$ cat config.mk
export PLATFORM = sky130hd
export DESIGN_NAME = dlb_ctrl
export DESIGN_NICKNAME = d
export VERILOG_FILES = /design/src/rtl/core/dlb_pkg.sv /design/src/rtl/core/dlb_ctrl.sv
export SDC_FILE = /design/constraint.sdc
export NUM_CORES = 1
export LEC_CHECK = 0
export BUFFER_PORTS_ARGS = -buffer_cell sky130_fd_sc_hd__buf_2
export CAP_MARGIN = 30
export CORE_MARGIN = 1
export CORE_UTILIZATION = 52
export DETAILED_ROUTE_END_ITERATION = 6
export GPL_TIMING_DRIVEN = 0
export PLACE_DENSITY = 0.79
export SLEW_MARGIN = 15
export SYNTH_ARGS = -nofsm -noshare
export SYNTH_HDL_FRONTEND = slang
export SYNTH_SLANG_ARGS = --single-unit
$ cat constraint.sdc
create_clock -name clock -period 6.45 [get_ports clock]
set_clock_uncertainty 0.1 [all_clocks]
set_input_delay 1.29 -clock clock [delete_from_list [all_inputs] [get_ports clock]]
set_output_delay 1.29 -clock clock [all_outputs]
set_load 0.05 [all_outputs]
$ cat src/rtl/core/dlb_pkg.sv
// shared types and constants of the directional label boundary block
package dlb_pkg;

   // field and port widths fixed by the interface
   localparam int unsigned PIXEL_BITS     = 16;
   localparam int unsigned CSR_INDEX_BITS = 2;
   localparam int unsigned CSR_DATA_BITS  = 9;

   // register indexes on the csr port
   localparam logic [CSR_INDEX_BITS-1:0] REG_FRAME_WIDTH  = 2'd0;
   localparam logic [CSR_INDEX_BITS-1:0] REG_FRAME_HEIGHT = 2'd1;
   localparam logic [CSR_INDEX_BITS-1:0] REG_SIDE         = 2'd2;
   localparam logic [CSR_INDEX_BITS-1:0] REG_THICKNESS    = 2'd3;

   // register reset values
   localparam logic [8:0] FRAME_WIDTH_RESET  = 9'd256;
   localparam logic [8:0] FRAME_HEIGHT_RESET = 9'd256;
   localparam logic [7:0] THICKNESS_RESET    = 8'd1;

   // transaction opcodes
   localparam logic OP_LOAD = 1'b0;
   localparam logic OP_EMIT = 1'b1;

   // probed direction
   typedef enum logic [1:0] {
      SIDE_TOP    = 2'd0,
      SIDE_BOTTOM = 2'd1,
      SIDE_RIGHT  = 2'd2,
      SIDE_LEFT   = 2'd3
   } side_type;

   // configuration as seen by the datapath
   typedef struct packed {
      logic [8:0] frame_width;
      logic [8:0] frame_height;
      side_type   side;
      logic [7:0] thickness;
   } cfg_type;

   // controller to datapath commands
   typedef struct packed {
      logic capture;      // latch the accepted transaction
      logic wrap;         // range check positions, store a load
      logic div_step;     // one step of the row/column division
      logic read_center;  // read the label of the emitted pixel
      logic center;       // take the center label, set up the probe
      logic probe;        // bounds check and read of the next neighbor
      logic compare;      // compare the neighbor with the center
      logic deliver;      // hand the result over, advance emit position
   } cmd_type;

   // datapath to controller status
   typedef struct packed {
      logic is_emit;
      logic pos_in_range;
      logic div_last;
      logic center_zero;
      logic probe_out;
      logic probe_diff;
      logic probe_last;
   } status_type;

endpackage

$ cat src/rtl/core/dlb_ctrl.sv
// sequencing state machine of the directional label boundary block
module dlb_ctrl (
   input  logic                clock,
   input  logic                reset,
   input  logic                start,
   input  logic                width_written,
   input  logic                out_free,
   input  dlb_pkg::status_type status,
   output dlb_pkg::cmd_type    cmd,
   output logic                idle
);

   typedef enum logic [8:0] {
      ST_IDLE        = 9'b000000001,
      ST_SYNC        = 9'b000000010,
      ST_WRAP        = 9'b000000100,
      ST_DIVIDE      = 9'b000001000,
      ST_READ_CENTER = 9'b000010000,
      ST_CENTER      = 9'b000100000,
      ST_PROBE       = 9'b001000000,
      ST_COMPARE     = 9'b010000000,
      ST_FINISH      = 9'b100000000
   } state_type;

   state_type state_ff, state_in;
   logic      dirty_ff, dirty_in;

   // next state and commands
   always_comb begin
      state_in = state_ff;
      dirty_in = dirty_ff;
      cmd      = '0;
      case (state_ff)
         ST_IDLE: begin
            if (start) begin
               cmd.capture = 1'b1;
               state_in    = ST_SYNC;
            end
         end
         ST_SYNC: begin
            state_in = ST_WRAP;
         end
         ST_WRAP: begin
            cmd.wrap = 1'b1;
            if (!status.is_emit) begin
               state_in = ST_IDLE;
            end else begin
               // row and column are rebuilt once after a width change
               dirty_in = 1'b0;
               if (dirty_ff && status.pos_in_range) begin
                  state_in = ST_DIVIDE;
               end else begin
                  state_in = ST_READ_CENTER;
               end
            end
         end
         ST_DIVIDE: begin
            cmd.div_step = 1'b1;
            if (status.div_last) begin
               state_in = ST_READ_CENTER;
            end
         end
         ST_READ_CENTER: begin
            cmd.read_center = 1'b1;
            state_in        = ST_CENTER;
         end
         ST_CENTER: begin
            cmd.center = 1'b1;
            if (status.center_zero) begin
               state_in = ST_FINISH;
            end else begin
               state_in = ST_PROBE;
            end
         end
         ST_PROBE: begin
            cmd.probe = 1'b1;
            if (status.probe_out) begin
               state_in = ST_FINISH;
            end else begin
               state_in = ST_COMPARE;
            end
         end
         ST_COMPARE: begin
            cmd.compare = 1'b1;
            if (status.probe_diff || status.probe_last) begin
               state_in = ST_FINISH;
            end else begin
               state_in = ST_PROBE;
            end
         end
         ST_FINISH: begin
            if (out_free) begin
               cmd.deliver = 1'b1;
               state_in    = ST_IDLE;
            end
         end
         default: begin
            state_in = ST_IDLE;
         end
      endcase
      if (width_written) begin
         dirty_in = 1'b1;
      end
   end

   // state registers
   always_ff @(posedge clock) begin
      if (reset) begin
         state_ff <= ST_IDLE;
         dirty_ff <= 1'b0;
      end else begin
         state_ff <= state_in;
         dirty_ff <= dirty_in;
      end
   end

   assign idle = (state_ff == ST_IDLE);

endmodule

==> results.yml <==
status:
  outcome: "finished, final reports clean"
timing:
  setup_viol: 0
  fmax_mhz: 274
  rsz0062_at_grt: "false"
  slew_headroom_pct: 56.9
  fin_setup_tns_ps: 0
  drv_slew: 0
  worst_pin_slew_ps: 637
  period_needed_ps: 3650
  period_share_pct: 56.5
  hold_viol: 0
placed_design:
  post-dp-hpwl_mm: 1.09
  portBuffers: 19
  placed_cells: 116
  place.gp.congestion: 0.832
layout:
  final_nets: 119
  synthToLayoutAreaGrowth_pct: 21.9
  final_common_cell: "buf_2"
  final_cells: 120
  layout-drive-gt1-share_pct: 32.1
  diodes: 0
  layout_common_cells: "buf_2 (19), dfxtp_1 (10), nor2_1 (9)"
worst_setup_path:
  rrSetupSlack_ps: 4300
  crit_required_ps: 5060
  worst_setup_path_start_kind: "register"
  criticalPathCategory: "reg2out"
  endpoint_kind: "primary output"
  cp_max_fo: 9
  r2r_cells: 6
  timing.rr.start: "state_ff[6]$_SDFFE_PP0P_"
  r2r-end: "state_ff[4]$_SDFFE_PP0P_"
  cp.arrival_ps: 2260
cts:
  cts_buffers: 3
  cts.path.max_buffers: 2
  clk_latency_ps: 280
  post-cts-setup-buffers: 0
  clk_pin_slew_ps: 80
  cts_tree: "yes"
  cts.htree.levels: 1
  clkSinkCount: 10
  post_cts_resized: 0
  cts-root-buf: "clkbuf_4"
  ctsHoldBuffers: 0
detailed_routing:
  drtPass1Iterations: 4
  first_iter_violations: 37
  antenna_left: 0
  via_per_inst: 5.78
  dr_total_vias: 694
  drc: 0
  totalWireLength_mm: 1.61
  avgRoutedWirePerCell_um: 13.4
global_route:
  grt_pass1_vias: 538
  grt_pass1_wl_mm: 2.62
  overflow: 0
  grt_max_degree: 11
  grt_usage_pct: 27.3
  antenna_found_initial: 0
min_path:
  hold-path-endpoint: "dirty_ff$_SDFFE_PP0P_"
  hold_depth: 2
  worstHoldStart: "dirty_ff$_SDFFE_PP0P_"
  min_path_type: "reg2reg"
synth:
  synth_top_cell_by_area: "dfxtp_1"
  syn-cell-area_um2: 679
  synth_nets: 95
  ys_types: 35
  postSynthCellCount: 83
  synth_top_area_share_pct: 29.5
  synth-seq-area-share_pct: 29.5
  yosys_register_bits: 10
  syn_avg_cell_area_um2: 8.19
  synthTopCellsByArea: "dfxtp_1 (29%), nor4b_1 (5.2%), nor2_1 (5.0%), a21oi_1 (3.7%), buf_6 (3.3%)"
  yosysWarnings: 0
floorplan:
  io_pins: 21
  die_x_um: 38.1
  row_count: 12
  core_area_um2: 1160
  initial_utilization_pct: 58.8
  die_area_um2: 1460
  die_h_um: 38.1
power:
  powerDensity_nw_per_um2: 191
  ir_worst_vdd_uv: 119
  p_leak_uw: 0.000377
flow_run:
  max_cap_viol_count: 0
[cells by family after synthesis]
logic type | Yosys count | synth area share, %
AOI/OAI and AO/OA | 16 | 16.8
buffers and inverters | 13 | 9.39
xor gates and xnor gates | 2 | 2.58
DFF | 10 | 29.5
and+or+nand+nor | 42 | 41.8
[layout make-up]
class / count / area, µm²
buffer: 7 / 41.3
clock buffer: 4 / 36.3
fill: 99 / 328
inverter: 6 / 22.5
multi-input combinational: 60 / 415
sequential: 10 / 200
tap: 14 / 17.5
timing repair buffer: 19 / 95.1
[synth_stat cells]
master,n
nor3_1,4
and4b_1,1
or3_4,1
or4b_2,2
nor4b_1,4
o21ba_1,1
dfxtp_1,10
nand2_1,2
clkbuf_1,5
nand3b_1,3
a21oi_1,5
nor2_1,9
buf_6,2
o211ai_1,1
nor4_1,3
a22o_1,1
nor3_2,1
or2_2,1
a32oi_1,1
inv_1,6
a31o_2,1
a2111o_1,1
xor2_1,1
or4_4,2
a211o_1,1
and2_1,1
nor4bb_1,1
nor3b_1,3
a2bb2oi_1,1
nor2b_1,2
or3b_2,1
o21ai_0,2
xnor2_1,1
a31oi_1,1
and3_1,1
[through the flow]
stage / worst slack [ps] / util [%] / hold WS [ps] / area, µm² / total power (µW)
2_1_floorplan: 2150 / - / 367 / 679 / 89.5
3_3_place_gp: 3020 / 68.5 / 381 / 792 / 97.3
3_5_place_dp: 3000 / 68.5 / 403 / 792 / 97.9
4_1_cts: 2800 / 71.6 / 416 / 828 / 158
5_1_grt: 2730 / 71.6 / 463 / 828 / 166
6_report: 2800 / 71.6 / 415 / 828 / 158
[worst max-delay path, stage by stage (launching register included)]
cell	delay [ps]
dfxtp_1	300
clkbuf_1	190
or4_4	460
buf_6	150
or3_4	400
nor3b_1	200
buf_2	290
[flip-flops by register name, summed over array words and instances (netlist names)]
register / flops
state_ff: 9
dirty_ff: 1
[metal layers]
layer  global-route usage [%]  wire length, µm  vias to the layer above  part of all wire (%)
met5                        0                0                        -                     0
li1                         -                -                      351                     -
met4                     13.4               29                        0                   1.8
met3                     8.72              104                        5                   6.5
met2                     35.6              707                       29                    44
met1                     39.3              764                      309                    48
[report_power, final]
part | switching [µW] | total [µW] | internal [µW]
registers | 2.07 | 65.6 | 63.6
logic | 19.2 | 31.8 | 12.6
clock network | 26.0 | 60.4 | 34.4
total | 47.3 | 158 | 111
[worst max-delay path by stage]
| stage | slack [ps] | end | from | cells past startpoint |
|---|---|---|---|---|
| 6_report | 2800 | cmd[5] | state_ff[6]$_SDFFE_PP0P_ | 6 |
| 5_1_grt | 2730 | cmd[5] | state_ff[6]$_SDFFE_PP0P_ | 6 |
| 4_1_cts | 2800 | cmd[5] | state_ff[6]$_SDFFE_PP0P_ | 6 |
| 3_5_place_dp | 3000 | cmd[7] | start | 4 |
| 3_3_place_gp | 3020 | cmd[7] | start | 4 |
| 2_1_floorplan | 2150 | cmd[7] | start | 2 |
(Power assumes the default switching activity.)
